==> src/oer_pkg.sv <==
`timescale 1ns / 1ps
// Shared constants and codes of the overwriting event ring.
package oer_pkg;

    localparam int CAP_W  = 7;
    localparam int DATA_W = 32;
    localparam int DROP_W = 32;
    localparam int KIND_W = 2;
    localparam int REQ_W  = 8;

    localparam logic [CAP_W-1:0]  RESULT_LIMIT = 7'd64;
    localparam logic [CAP_W-1:0]  CAP_RESET    = 7'd64;
    localparam logic [DROP_W-1:0] DROP_MAX     = 32'hFFFF_FFFF;

    localparam logic OP_PUSH  = 1'b0;
    localparam logic OP_DRAIN = 1'b1;

    localparam logic [KIND_W-1:0] KIND_PUSH  = 2'd0;
    localparam logic [KIND_W-1:0] KIND_EVENT = 2'd1;
    localparam logic [KIND_W-1:0] KIND_EMPTY = 2'd2;

endpackage

==> src/oer_if.sv <==
`timescale 1ns / 1ps
// Request, result and capacity write channels of the event ring.
interface oer_cmd_if;
    logic              valid;
    logic              ready;
    logic              op;
    logic [31:0]       event_data;
    logic signed [7:0] drain_max;

    modport source (output valid, op, event_data, drain_max, input ready);
    modport sink   (input valid, op, event_data, drain_max, output ready);
    modport mon    (input valid, ready, op, event_data, drain_max);
endinterface

interface oer_rsp_if;
    logic        valid;
    logic        ready;
    logic [1:0]  kind;
    logic [31:0] event_data_out;
    logic        accepted;
    logic        last;
    logic [6:0]  fill_level;
    logic [31:0] drop_count;

    modport source (output valid, kind, event_data_out, accepted, last, fill_level,
                    drop_count, input ready);
    modport sink   (input valid, kind, event_data_out, accepted, last, fill_level,
                    drop_count, output ready);
    modport mon    (input valid, ready, kind, event_data_out, accepted, last,
                    fill_level, drop_count);
endinterface

interface oer_cfg_if;
    logic       valid;
    logic       ready;
    logic [6:0] data;

    modport source (output valid, data, input ready);
    modport sink   (input valid, data, output ready);
    modport mon    (input valid, ready, data);
endinterface

==> src/oer_ram.sv <==
`timescale 1ns / 1ps
// Generic single-write, single-read RAM with registered read data.
module oer_ram #(
    parameter int WIDTH = 32,
    parameter int DEPTH = 64
) (
    input  logic                     clk,
    input  logic                     we,
    input  logic [$clog2(DEPTH)-1:0] waddr,
    input  logic [WIDTH-1:0]         wdata,
    input  logic                     re,
    input  logic [$clog2(DEPTH)-1:0] raddr,
    output logic [WIDTH-1:0]         rdata
);

    logic [WIDTH-1:0] mem [DEPTH];

    always_ff @(posedge clk)
    begin
        if (we)
        begin
            mem[waddr] <= wdata;
        end
        if (re)
        begin
            rdata <= mem[raddr];
        end
    end

endmodule

==> src/oer_wrap_unit.sv <==
`timescale 1ns / 1ps
// Shared modular adder: (a + b) mod cap for a below cap and b at most cap.
module oer_wrap_unit
    import oer_pkg::*;
(
    input  logic [CAP_W-1:0] a,
    input  logic [CAP_W-1:0] b,
    input  logic [CAP_W-1:0] cap,
    output logic [CAP_W-1:0] y
);

    logic [CAP_W:0] sum;
    logic [CAP_W:0] diff;

    assign sum  = {1'b0, a} + {1'b0, b};
    assign diff = sum - {1'b0, cap};
    assign y    = (sum >= {1'b0, cap}) ? diff[CAP_W-1:0] : sum[CAP_W-1:0];

endmodule

==> src/oer_seq.sv <==
`timescale 1ns / 1ps
// Sequencer of the event ring: pointers, fill level, drop count and result register.
module oer_seq
    import oer_pkg::*;
#(
    parameter int SW = 32,
    parameter int AW = 6
) (
    input  logic             clk,
    input  logic             rst_n,
    input  logic [CAP_W-1:0] cap,
    input  logic             clear,
    oer_cmd_if.sink          cmd,
    oer_rsp_if.source        rsp,
    output logic             ram_we,
    output logic [AW-1:0]    ram_waddr,
    output logic [SW-1:0]    ram_wdata,
    output logic             ram_re,
    output logic [AW-1:0]    ram_raddr,
    input  logic [SW-1:0]    ram_rdata
);

    localparam logic [2:0] S_IDLE  = 3'd0;
    localparam logic [2:0] S_PUSH  = 3'd1;
    localparam logic [2:0] S_DRAIN = 3'd2;
    localparam logic [2:0] S_READ  = 3'd3;
    localparam logic [2:0] S_EMIT  = 3'd4;

    logic [2:0]        state_reg, state_next;
    logic              op_reg, op_next;
    logic [SW-1:0]     data_reg, data_next;
    logic [CAP_W-1:0]  want_reg, want_next;
    logic [CAP_W-1:0]  head_reg, head_next;
    logic [CAP_W-1:0]  held_reg, held_next;
    logic [DROP_W-1:0] drop_reg, drop_next;
    logic [CAP_W-1:0]  rd_ptr_reg, rd_ptr_next;
    logic [CAP_W-1:0]  remain_reg, remain_next;

    logic              out_valid_reg, out_valid_next;
    logic [KIND_W-1:0] kind_reg, kind_next;
    logic [DATA_W-1:0] out_data_reg, out_data_next;
    logic              acc_reg, acc_next;
    logic              last_reg, last_next;
    logic [CAP_W-1:0]  fill_reg, fill_next;
    logic [DROP_W-1:0] cnt_reg, cnt_next;

    logic [CAP_W-1:0]  unit_a, unit_b, unit_y;
    logic              full;
    logic              space;
    logic [CAP_W-1:0]  taken_held, taken;
    logic [CAP_W-1:0]  tail;
    logic [DROP_W-1:0] drop_inc;

    oer_wrap_unit u_wrap (
        .a   (unit_a),
        .b   (unit_b),
        .cap (cap),
        .y   (unit_y)
    );

    assign full       = (held_reg >= cap);
    assign space      = !out_valid_reg || rsp.ready;
    assign taken_held = (want_reg < held_reg) ? want_reg : held_reg;
    assign taken      = (taken_held > RESULT_LIMIT) ? RESULT_LIMIT : taken_held;
    assign tail       = full ? head_reg : unit_y;
    assign drop_inc   = (drop_reg == DROP_MAX) ? drop_reg : drop_reg + 32'd1;

    assign cmd.ready          = (state_reg == S_IDLE);
    assign rsp.valid          = out_valid_reg;
    assign rsp.kind           = kind_reg;
    assign rsp.event_data_out = out_data_reg;
    assign rsp.accepted       = acc_reg;
    assign rsp.last           = last_reg;
    assign rsp.fill_level     = fill_reg;
    assign rsp.drop_count     = cnt_reg;

    assign ram_waddr = AW'(tail);
    assign ram_wdata = data_reg;
    assign ram_raddr = AW'(rd_ptr_reg);

    always_comb
    begin
        state_next     = state_reg;
        op_next        = op_reg;
        data_next      = data_reg;
        want_next      = want_reg;
        head_next      = head_reg;
        held_next      = held_reg;
        drop_next      = drop_reg;
        rd_ptr_next    = rd_ptr_reg;
        remain_next    = remain_reg;
        out_valid_next = out_valid_reg && !rsp.ready;
        kind_next      = kind_reg;
        out_data_next  = out_data_reg;
        acc_next       = acc_reg;
        last_next      = last_reg;
        fill_next      = fill_reg;
        cnt_next       = cnt_reg;
        unit_a         = rd_ptr_reg;
        unit_b         = 7'd1;
        ram_we         = 1'b0;
        ram_re         = 1'b0;

        case (state_reg)
            S_IDLE:
            begin
                if (cmd.valid)
                begin
                    op_next    = cmd.op;
                    data_next  = cmd.event_data[SW-1:0];
                    want_next  = cmd.drain_max[7] ? 7'd0 : cmd.drain_max[6:0];
                    state_next = (cmd.op == OP_PUSH) ? S_PUSH : S_DRAIN;
                end
            end
            S_PUSH:
            begin
                unit_a = head_reg;
                unit_b = full ? 7'd1 : held_reg;
                if (space)
                begin
                    ram_we         = 1'b1;
                    out_valid_next = 1'b1;
                    kind_next      = KIND_PUSH;
                    out_data_next  = '0;
                    last_next      = 1'b1;
                    if (full)
                    begin
                        head_next = unit_y;
                        drop_next = drop_inc;
                        acc_next  = 1'b0;
                        fill_next = held_reg;
                        cnt_next  = drop_inc;
                    end
                    else
                    begin
                        held_next = held_reg + 7'd1;
                        acc_next  = 1'b1;
                        fill_next = held_reg + 7'd1;
                        cnt_next  = drop_reg;
                    end
                    state_next = S_IDLE;
                end
            end
            S_DRAIN:
            begin
                if (taken == 7'd0)
                begin
                    if (space)
                    begin
                        out_valid_next = 1'b1;
                        kind_next      = KIND_EMPTY;
                        out_data_next  = '0;
                        acc_next       = 1'b0;
                        last_next      = 1'b1;
                        fill_next      = held_reg;
                        cnt_next       = drop_reg;
                        state_next     = S_IDLE;
                    end
                end
                else
                begin
                    held_next   = held_reg - taken;
                    remain_next = taken;
                    rd_ptr_next = head_reg;
                    state_next  = S_READ;
                end
            end
            S_READ:
            begin
                ram_re      = 1'b1;
                rd_ptr_next = unit_y;
                state_next  = S_EMIT;
            end
            S_EMIT:
            begin
                if (space)
                begin
                    out_valid_next = 1'b1;
                    kind_next      = KIND_EVENT;
                    out_data_next  = DATA_W'(ram_rdata);
                    acc_next       = 1'b0;
                    last_next      = (remain_reg == 7'd1);
                    fill_next      = held_reg;
                    cnt_next       = drop_reg;
                    remain_next    = remain_reg - 7'd1;
                    if (remain_reg == 7'd1)
                    begin
                        head_next  = rd_ptr_reg;
                        state_next = S_IDLE;
                    end
                    else
                    begin
                        state_next = S_READ;
                    end
                end
            end
            default:
            begin
                state_next = S_IDLE;
            end
        endcase

        // empty the ring on a capacity write
        if (clear)
        begin
            head_next = '0;
            held_next = '0;
        end
    end

    always_ff @(posedge clk or negedge rst_n)
    begin
        if (!rst_n)
        begin
            state_reg     <= S_IDLE;
            head_reg      <= '0;
            held_reg      <= '0;
            drop_reg      <= '0;
            remain_reg    <= '0;
            out_valid_reg <= 1'b0;
        end
        else
        begin
            state_reg     <= state_next;
            head_reg      <= head_next;
            held_reg      <= held_next;
            drop_reg      <= drop_next;
            remain_reg    <= remain_next;
            out_valid_reg <= out_valid_next;
        end
    end

    always_ff @(posedge clk)
    begin
        op_reg       <= op_next;
        data_reg     <= data_next;
        want_reg     <= want_next;
        rd_ptr_reg   <= rd_ptr_next;
        kind_reg     <= kind_next;
        out_data_reg <= out_data_next;
        acc_reg      <= acc_next;
        last_reg     <= last_next;
        fill_reg     <= fill_next;
        cnt_reg      <= cnt_next;
    end

endmodule

==> src/overwriting_event_ring_top.sv <==
`timescale 1ns / 1ps
// Top level of the overwriting event ring.
//
// Channels: cmd takes one request (push an event, or drain up to drain_max
// events), rsp returns results, cfg writes the ring capacity. All use
// valid/ready; a transfer happens on a rising edge with both high.
// A push returns one acknowledge; accepted is low when the ring was full and
// the oldest entry was overwritten. A drain returns the oldest events in order,
// last marking the final one, or one empty result when nothing is taken.
// A push or empty-drain result is registered in the push or drain state that
// follows the taken request, and the block then returns to idle. A drain that
// takes events goes through a setup state, then read and emit per event, set by
// the registered slot RAM read and the shared modular adder stepping the pointer.
// One request is worked on at a time; cmd.ready rises once the last result
// is in the output register, so the next request is taken while it waits.
// A stalled rsp.ready holds the result register and the sequencer waits.
// Reset empties the ring, clears the drop count and sets the capacity to 64;
// slot contents are not cleared. A capacity write empties the ring and keeps
// the drop count; write it only while the block is idle.
module overwriting_event_ring_top
    import oer_pkg::*;
#(
    parameter int DEPTH       = 64,
    parameter int EVENT_WIDTH = 32
) (
    input  logic      clk,
    input  logic      rst_n,
    oer_cfg_if.sink   cfg,
    oer_cmd_if.sink   cmd,
    oer_rsp_if.source rsp
);

    localparam int SW = (EVENT_WIDTH < DATA_W) ? EVENT_WIDTH : DATA_W;
    localparam int AW = $clog2(DEPTH);

    logic [CAP_W-1:0] cap_reg;
    logic [CAP_W-1:0] cap_eff;
    logic             cfg_write;

    logic             ram_we;
    logic [AW-1:0]    ram_waddr;
    logic [SW-1:0]    ram_wdata;
    logic             ram_re;
    logic [AW-1:0]    ram_raddr;
    logic [SW-1:0]    ram_rdata;

    assign cfg.ready = 1'b1;
    assign cfg_write = cfg.valid && cfg.ready;

    // clamp capacity to 1..DEPTH
    assign cap_eff = (cap_reg == 7'd0) ? 7'd1 :
                     (32'(cap_reg) > 32'(DEPTH)) ? CAP_W'(DEPTH) : cap_reg;

    always_ff @(posedge clk or negedge rst_n)
    begin
        if (!rst_n)
        begin
            cap_reg <= CAP_RESET;
        end
        else if (cfg_write)
        begin
            cap_reg <= cfg.data;
        end
    end

    oer_seq #(
        .SW (SW),
        .AW (AW)
    ) u_seq (
        .clk       (clk),
        .rst_n     (rst_n),
        .cap       (cap_eff),
        .clear     (cfg_write),
        .cmd       (cmd),
        .rsp       (rsp),
        .ram_we    (ram_we),
        .ram_waddr (ram_waddr),
        .ram_wdata (ram_wdata),
        .ram_re    (ram_re),
        .ram_raddr (ram_raddr),
        .ram_rdata (ram_rdata)
    );

    oer_ram #(
        .WIDTH (SW),
        .DEPTH (DEPTH)
    ) u_slots (
        .clk   (clk),
        .we    (ram_we),
        .waddr (ram_waddr),
        .wdata (ram_wdata),
        .re    (ram_re),
        .raddr (ram_raddr),
        .rdata (ram_rdata)
    );

endmodule

==> src/flat_wrapper.sv <==
// flat-port wrapper written by rule: the top's interface ports become plain ports
module overwriting_event_ring_top_flat import oer_pkg::*;
#(
    parameter int DEPTH       = 64,
    parameter int EVENT_WIDTH = 32
)
  (clk, rst_n, cfg_valid, cfg_data, cfg_ready, cmd_valid, cmd_op, cmd_event_data, cmd_drain_max, cmd_ready, rsp_valid, rsp_kind, rsp_event_data_out, rsp_accepted, rsp_last, rsp_fill_level, rsp_drop_count, rsp_ready);
  oer_cfg_if cfg_i ();
  oer_cmd_if cmd_i ();
  oer_rsp_if rsp_i ();
  input  logic clk;
  input  logic rst_n;
  input wire logic [$bits(cfg_i.valid)-1:0] cfg_valid;
  input wire logic [$bits(cfg_i.data)-1:0] cfg_data;
  output wire logic [$bits(cfg_i.ready)-1:0] cfg_ready;
  input wire logic [$bits(cmd_i.valid)-1:0] cmd_valid;
  input wire logic [$bits(cmd_i.op)-1:0] cmd_op;
  input wire logic [$bits(cmd_i.event_data)-1:0] cmd_event_data;
  input wire logic [$bits(cmd_i.drain_max)-1:0] cmd_drain_max;
  output wire logic [$bits(cmd_i.ready)-1:0] cmd_ready;
  output wire logic [$bits(rsp_i.valid)-1:0] rsp_valid;
  output wire logic [$bits(rsp_i.kind)-1:0] rsp_kind;
  output wire logic [$bits(rsp_i.event_data_out)-1:0] rsp_event_data_out;
  output wire logic [$bits(rsp_i.accepted)-1:0] rsp_accepted;
  output wire logic [$bits(rsp_i.last)-1:0] rsp_last;
  output wire logic [$bits(rsp_i.fill_level)-1:0] rsp_fill_level;
  output wire logic [$bits(rsp_i.drop_count)-1:0] rsp_drop_count;
  input wire logic [$bits(rsp_i.ready)-1:0] rsp_ready;
  assign cfg_i.valid = cfg_valid;
  assign cfg_i.data = cfg_data;
  assign cfg_ready = cfg_i.ready;
  assign cmd_i.valid = cmd_valid;
  assign cmd_i.op = cmd_op;
  assign cmd_i.event_data = cmd_event_data;
  assign cmd_i.drain_max = cmd_drain_max;
  assign cmd_ready = cmd_i.ready;
  assign rsp_valid = rsp_i.valid;
  assign rsp_kind = rsp_i.kind;
  assign rsp_event_data_out = rsp_i.event_data_out;
  assign rsp_accepted = rsp_i.accepted;
  assign rsp_last = rsp_i.last;
  assign rsp_fill_level = rsp_i.fill_level;
  assign rsp_drop_count = rsp_i.drop_count;
  assign rsp_i.ready = rsp_ready;
  overwriting_event_ring_top #(.DEPTH(DEPTH), .EVENT_WIDTH(EVENT_WIDTH)) u_core (.clk(clk), .rst_n(rst_n), .cfg(cfg_i), .cmd(cmd_i), .rsp(rsp_i));
endmodule
==> config.mk <==
export PLATFORM = sky130hd
export DESIGN_NAME = overwriting_event_ring_top_flat
export DESIGN_NICKNAME = d
export VERILOG_FILES = /design/src/oer_pkg.sv /design/src/oer_if.sv /design/src/oer_ram.sv /design/src/oer_wrap_unit.sv /design/src/oer_seq.sv /design/src/overwriting_event_ring_top.sv /design/src/flat_wrapper.sv
export SDC_FILE = /design/constraint.sdc
export NUM_CORES = 2
export LEC_CHECK = 0
export BUFFER_PORTS_ARGS = -buffer_cell sky130_fd_sc_hd__buf_2
export CAP_MARGIN = 20
export CELL_PAD_IN_SITES_DETAIL_PLACEMENT = 2
export CELL_PAD_IN_SITES_GLOBAL_PLACEMENT = 2
export CORE_ASPECT_RATIO = 1.75
export CORE_MARGIN = 5
export CORE_UTILIZATION = 50
export DETAILED_ROUTE_END_ITERATION = 8
export PLACE_DENSITY_LB_ADDON = 0.25
export SYNTH_ARGS = -nofsm -noshare
export SYNTH_HDL_FRONTEND = slang
export SYNTH_SLANG_ARGS = --single-unit
==> constraint.sdc <==
create_clock -name clk -period 10.15 [get_ports clk]
set_clock_uncertainty 0.2 [all_clocks]
set_input_delay 0.5075 -clock clk [delete_from_list [all_inputs] [get_ports clk]]
set_output_delay 0.5075 -clock clk [all_outputs]
set_load 0.05 [all_outputs]
# == Yosys cells after proc, flatten, opt, wreduce, memory -nomap -nowiden ==
# Memories as Yosys holds them, arrays and structs flattened. A register that Yosys moved wholly into a read port is not among the register bits.
# Index checks and enable logic that the tools add are counted.
# classes
addsub,6
magnitude_cmp,5
n_eq_ne,17
muxes,67
reduce_logical,23
# op_table
operator,n
$mux 32,8
$pmux 32 s3,2
$mux 7,22
$pmux 7 s2,4
$add 32x1->32 const B,1
$eq 32x32->1 const B,1
$pmux 7 s3,1
$ne 3x3->1 const B,5
$pmux 3 s5,1
$gt 7x7->1 const B,2
$logic_not 7->1,2
$mux 1,14
$sub 7x7->7,2
$mux 2,6
$mux 3,4
$ne 2x2->1 const B,6
$reduce_and 3->1,4
$reduce_and 5->1,2
$reduce_bool 3->1,3
$add 7x7->8,1
$ge 8x7->1,1
$reduce_and 2->1,4
$add 7x1->7 const B,1
$eq 7x1->1 const B,1
other kinds (16),20
# word_totals
regBits,185
ramBits,2048
out_inout_bits,78
word_cells,135
mem_count,1
# memory_table
memory,depth,word_bits,rd,rd_clocked_by_memory_dff,wr,line,source
u_core.u_slots.mem,64,32,1,1,1,oer_ram.sv:16,logic [WIDTH-1:0] mem [DEPTH];

# == Longest topological paths before layout ==
# logic_depth
ltp_word,13
mapped_depth,29
depth_no_buf,25

# == By module ==
# From an unflattened synthesis, not the netlist that was laid out.
# unflattened
cells_unflattened,4181
hier_area_um2,88682.6
# modules_own_cells
mod,n_inst,cells_each,area_each_um2
oer_ram,1,3324,78835.6
oer_seq,1,743,8787.2
oer_wrap_unit,1,88,724.4
overwriting_event_ring_top,1,26,335.3

# == Worst setup path after synthesis ==
# No wires, ideal clock.
# synth_timing
kind,register to register
from,register u_core.cap_reg[6]
to,memory u_core.u_slots.mem[56][0] (enable)
setup_time_ns,0.461
t_arrival_ns,7.649
required_ns,9.489
slack_ns,1.840
path_stages_with_launch,29
n_path_buf,4
synth_period_minus_slack_ns,8.310
path_cell_list,dfstp_2 inv_1 nand2_1 ha_1 a21o_1 a21o_1 a31oi_1 nand2_1 inv_1 buf_2 clkbuf_1 ha_1 nand2_1 ha_1 fa_1 a21o_1 a21oi_1 o21bai_1 a21oi_1 xnor2_1 ha_1 nand4_1 o21ai_1 nor4_1 o31a_1 nand2b_1 clkbuf_1 buf_4 nor3_1
# synth_via
elab_chain_cells,10
# synth_rtl
element,line,source
start: declaration,overwriting_event_ring_top.sv:36,logic [CAP_W-1:0] cap_reg;
start signal: assignment,overwriting_event_ring_top.sv:62,cap_reg <= cfg.data;
$gt 7x7->1,overwriting_event_ring_top.sv:52,(32'(cap_reg) > 32'(DEPTH)) ? CAP_W'(DEPTH) : cap_reg;
$mux 7,overwriting_event_ring_top.sv:52,
$mux 7 (*),overwriting_event_ring_top.sv:51,assign cap_eff = (cap_reg == 7'd0) ? 7'd1 :
$ge 7x7->1,oer_seq.sv:61,assign full = (held_reg >= cap);
$mux 7,oer_seq.sv:118,unit_b = full ? 7'd1 : held_reg;
$mux 7,oer_seq.sv:104,case (state_reg)
$add 7x7->8,oer_wrap_unit.sv:15,"assign sum = {1'b0, a} + {1'b0, b};"
$sub 7x7->7 / $ge 8x7->1 (equally long branches),"oer_wrap_unit.sv:16, oer_wrap_unit.sv:17",
$mux 7,oer_wrap_unit.sv:17,"assign y = (sum >= {1'b0, cap}) ? diff[CAP_W-1:0] : sum[CAP_W-1:0];"
$mux 6 (*),oer_seq.sv:65,assign tail = full ? head_reg : unit_y;
end: declaration,oer_ram.sv:16,
# Mark *: on every way between the ends. The rest lies on a longest branch, timed or not.

# == Worst setup path in the final report ==
# layout_timing
from,register u_core.cap_reg[6]
to,memory u_core.u_slots.mem[58][8] (enable)
# Same word-level chain as after synthesis.

==> results.md <==
- Outcome: finished, final reports clean
- Pre-CTS setup slack: 1.32 ns
- Post-CTS Repair Setup Buffers: 0
- Max_cap viols: 0
- Cell count after synthesis: between 3000 and 4000
- Max reg flops: 2048
- Initial Util: 50.1%
- Hold path cells: 2
- FF+latch count, synth: 2265
- Htree depth: 4
- Number of buffers created by CTS: around 210
- Post-DP Area: between 90000 and 100000 um2
- Number of flops mapped to enable cells by yosys: around 2200
- Worst Hold Path EP: u_core.u_seq.ram_wdata[30]
- Met2 wire length: ~170000 um
- Setup violations, final: 0
- Max-slew violations: 0
- CP max FO: 24
- Number of DRC markers in iteration 0: approximately 6300
- Nets: roughly 4300
- RSZ-0062 raised after global routing: false
- Cells after DPL: around 6200
- Clock transition at path regs: approximately 0.080 ns
- Row count: 204
- Biggest register: u_core.u_slots.mem
- CTS tree: done
- Area grow syn2layout: 14.0%
- Overall power: 30.6 mW
- CP Capture Type: flip-flop
- DRC: 0
- Critical-path top delay cell: nor3_2
- Crit path time final: 9.17 ns
- Die H: roughly 570 um
- Finished Core Util: between 50% and 60%
- Drt via density: 6.99
- Synth Flop Type: edfxtp_1
- Worst Path Arrival: about 9.5 ns
- Ys async rst share: 2.83%
- Final worst slack: between 0.9 and 1 ns
- Worst VDD drop: 0.000296 V
- DR WL/cell: 48.4 um
- Final wirelength: about 320000 um
- Capturing point of the worst reg2reg path: u_core.u_slots.mem[58][8]
- Relative slew margins: 20.9%
- Total clock sinks: 2265
- Commonest non-fill, non-tap cell in the layout: edfxtp_1
- Sw Ratio: approximately 36%
- Layout cells sized above 1: 31.4%
- Mapped Nets: a little under 4000
- Clock power frac: 28.0%
- Metal3 WL: just over 20000 um
- Clock latency on the worst-skew pair: 0.86 ns
- Die width: roughly 330 um
- Maximum clock frequency: between 100 and 150 MHz
- Overflow after GRT: 0
- Fin. Hold Viols: 0
- Mapped Area: 88300 um2
- Mapped Avg Cell Area: ~23 um2
- Post-DP HPWL: around 190000 um
- Reg2reg path depth: 22
- Combinational share of power: about 34%
- Crit start category: flip-flop
- GP Congestion: 0.848
- CP bufs+invs: 4
- Commonest cells after routing, fill and taps aside: edfxtp_1, mux4_2, clkbuf_16
- Largest net degree at the start of global routing: 101
- Hold slack: approximately 0.18 ns
- Crit path required time: approximately 10 ns
- Internal power component: between 15 and 20 mW
- First-pass GRT wire length: approximately 430000 um
- R2r setup slk: around 0.98 ns
- Final period util: around nine tenths
- Crit path kind: flip-flop to flip-flop
- Initial antenna violation count: 21
- Unique masters post-synth: 74
- Final instance area: about 100000 um2
- Crit-path leading delay family: simple AND/OR/NAND/NOR gates
- Sw Pwr: ~11 mW
- Vias: about 46000
- I/O pin count: approximately 130
- Sequential share of the synthesized area: approximately three quarters
- Die area: around 190000 um2
- Max Used Layer: met5
- Hold_sp: cmd_event_data[30]
- Crit-path cells: inv_1 -> nand2_1 -> ha_1 -> a21o_1 -> a21o_1 -> a31oi_1 -> nand2_1 -> inv_1 -> buf_4 -> and3_1 -> ha_1 -> a211o_1 -> and2_1 -> o311ai_1 -> ha_1 -> nand3_1 -> o21ai_1 -> nor3_1 -> o211ai_1 -> nand2_1 -> nor3_2 -> buf_4
- CTS root buffer: clkbuf_16
- M1 wire length: 109000 um
- Non-filler cells, final: 6650
- GRT Overall Usage: about 34%
- Leak pwr: ~32 nW
- Total negative setup slack: 0 ns
- # port buffers: around 130
- Total core area: 176000 um2
- Slew @ Worst Pin: 1.19 ns
- Worst reg2reg startpoint: u_core.cap_reg[6]
- Synth warn: 0
- Max stage delay on crit path: between 0.9 and 1 ns
- Power per standard cell area: 304 nW/um2
- Vias in the first global route: around 50000
- Pre-antenna DRT Iters: 5
- Remaining antenna violation count: 0
- Longest Clk Path Bufs: 4
- Part of the power in registers: between 30% and 40%
- Hold/Removal Path Class: input pin to flip-flop
[power by group through the flow]
stage / registers (mW) / clock network, mW / logic [mW]
after floorplan: 12.5 / 0 / 5.14
after global placement: 11.9 / 0 / 9.32
after detailed placement: 12.0 / 0 / 9.88
after CTS: 11.8 / 8.60 / 10.1
after global routing: 11.8 / 9.07 / 10.4
final: 11.8 / 8.56 / 10.3
[layout make-up]
| class | instances | area [um2] |
|---|---|---|
| inverters | 32 | 120 |
| well taps | 2266 | 2840 |
| flip-flops and latches | 2265 | 67700 |
| fillers | 14216 | 75500 |
| multi-input cells | 1363 | 20200 |
| clock inverters | 121 | 1540 |
| repair buffers | 345 | 2840 |
| clock buffers | 251 | 5450 |
| diodes | 7 | 17.5 |
[synthesized netlist by cell type (32+ instances only)]
| cell type | count | area share, % |
|---|---|---|
| nand2_1 | 85 | 0.36 |
| and3_1 | 52 | 0.37 |
| xnor2_1 | 43 | 0.43 |
| ha_1 | 38 | 0.54 |
| dfrtp_1 | 63 | 1.8 |
| nor3_1 | 44 | 0.25 |
| o21ai_0 | 38 | 0.22 |
| inv_1 | 32 | 0.14 |
| edfxtp_1 | 2201 | 75 |
| xor2_1 | 32 | 0.32 |
| nor2_1 | 92 | 0.39 |
| clkbuf_1 | 115 | 0.49 |
| buf_2 | 52 | 0.29 |
| mux4_2 | 672 | 17 |
[logic make-up after synthesis]
family                   after synthesis  synth area share (%)
buffers and inverters                219                  1.02
multiplexers                         693                  17.4
adder cells (fa/ha/maj)               41                 0.606
XOR/XNOR                              75                 0.744
AO/OA/AOI/OAI                        153                  1.25
AND/OR/NAND/NOR                      400                  2.32
flip-flops                          2265                  76.7
other                                  1               0.00425
[per-layer routing]
| layer | vias to the layer above | global-route usage (%) |
|---|---|---|
| met5 | - | 0 |
| met4 | 12 | 15.6 |
| met3 | 754 | 4.82 |
| met2 | 3004 | 61.6 |
| met1 | 25661 | 40.4 |
| li1 | 17053 | - |
[worst max path at each step]
stage / start / to / slack [ns] / cells past startpoint
after detailed placement: u_core.cap_reg[6] / u_core.u_slots.mem[19][1] / 1.32 / 21
after global routing: u_core.cap_reg[1] / u_core.u_slots.mem[58][6] / 0.78 / 26
after floorplan: u_core.cap_reg[6] / u_core.u_slots.mem[56][0] / 1.84 / 28
after CTS: u_core.cap_reg[6] / u_core.u_slots.mem[58][6] / 1.25 / 22
final: u_core.cap_reg[6] / u_core.u_slots.mem[58][8] / 0.98 / 22
after global placement: u_core.cap_reg[1] / u_core.u_slots.mem[20][15] / 1.76 / 22
[timing repair]
action	CTS	global route
hold buffers	59	0
hold endpoints to repair	68	0
resized for setup	0	0
Note: power is estimated with default switching activity, not from simulation.
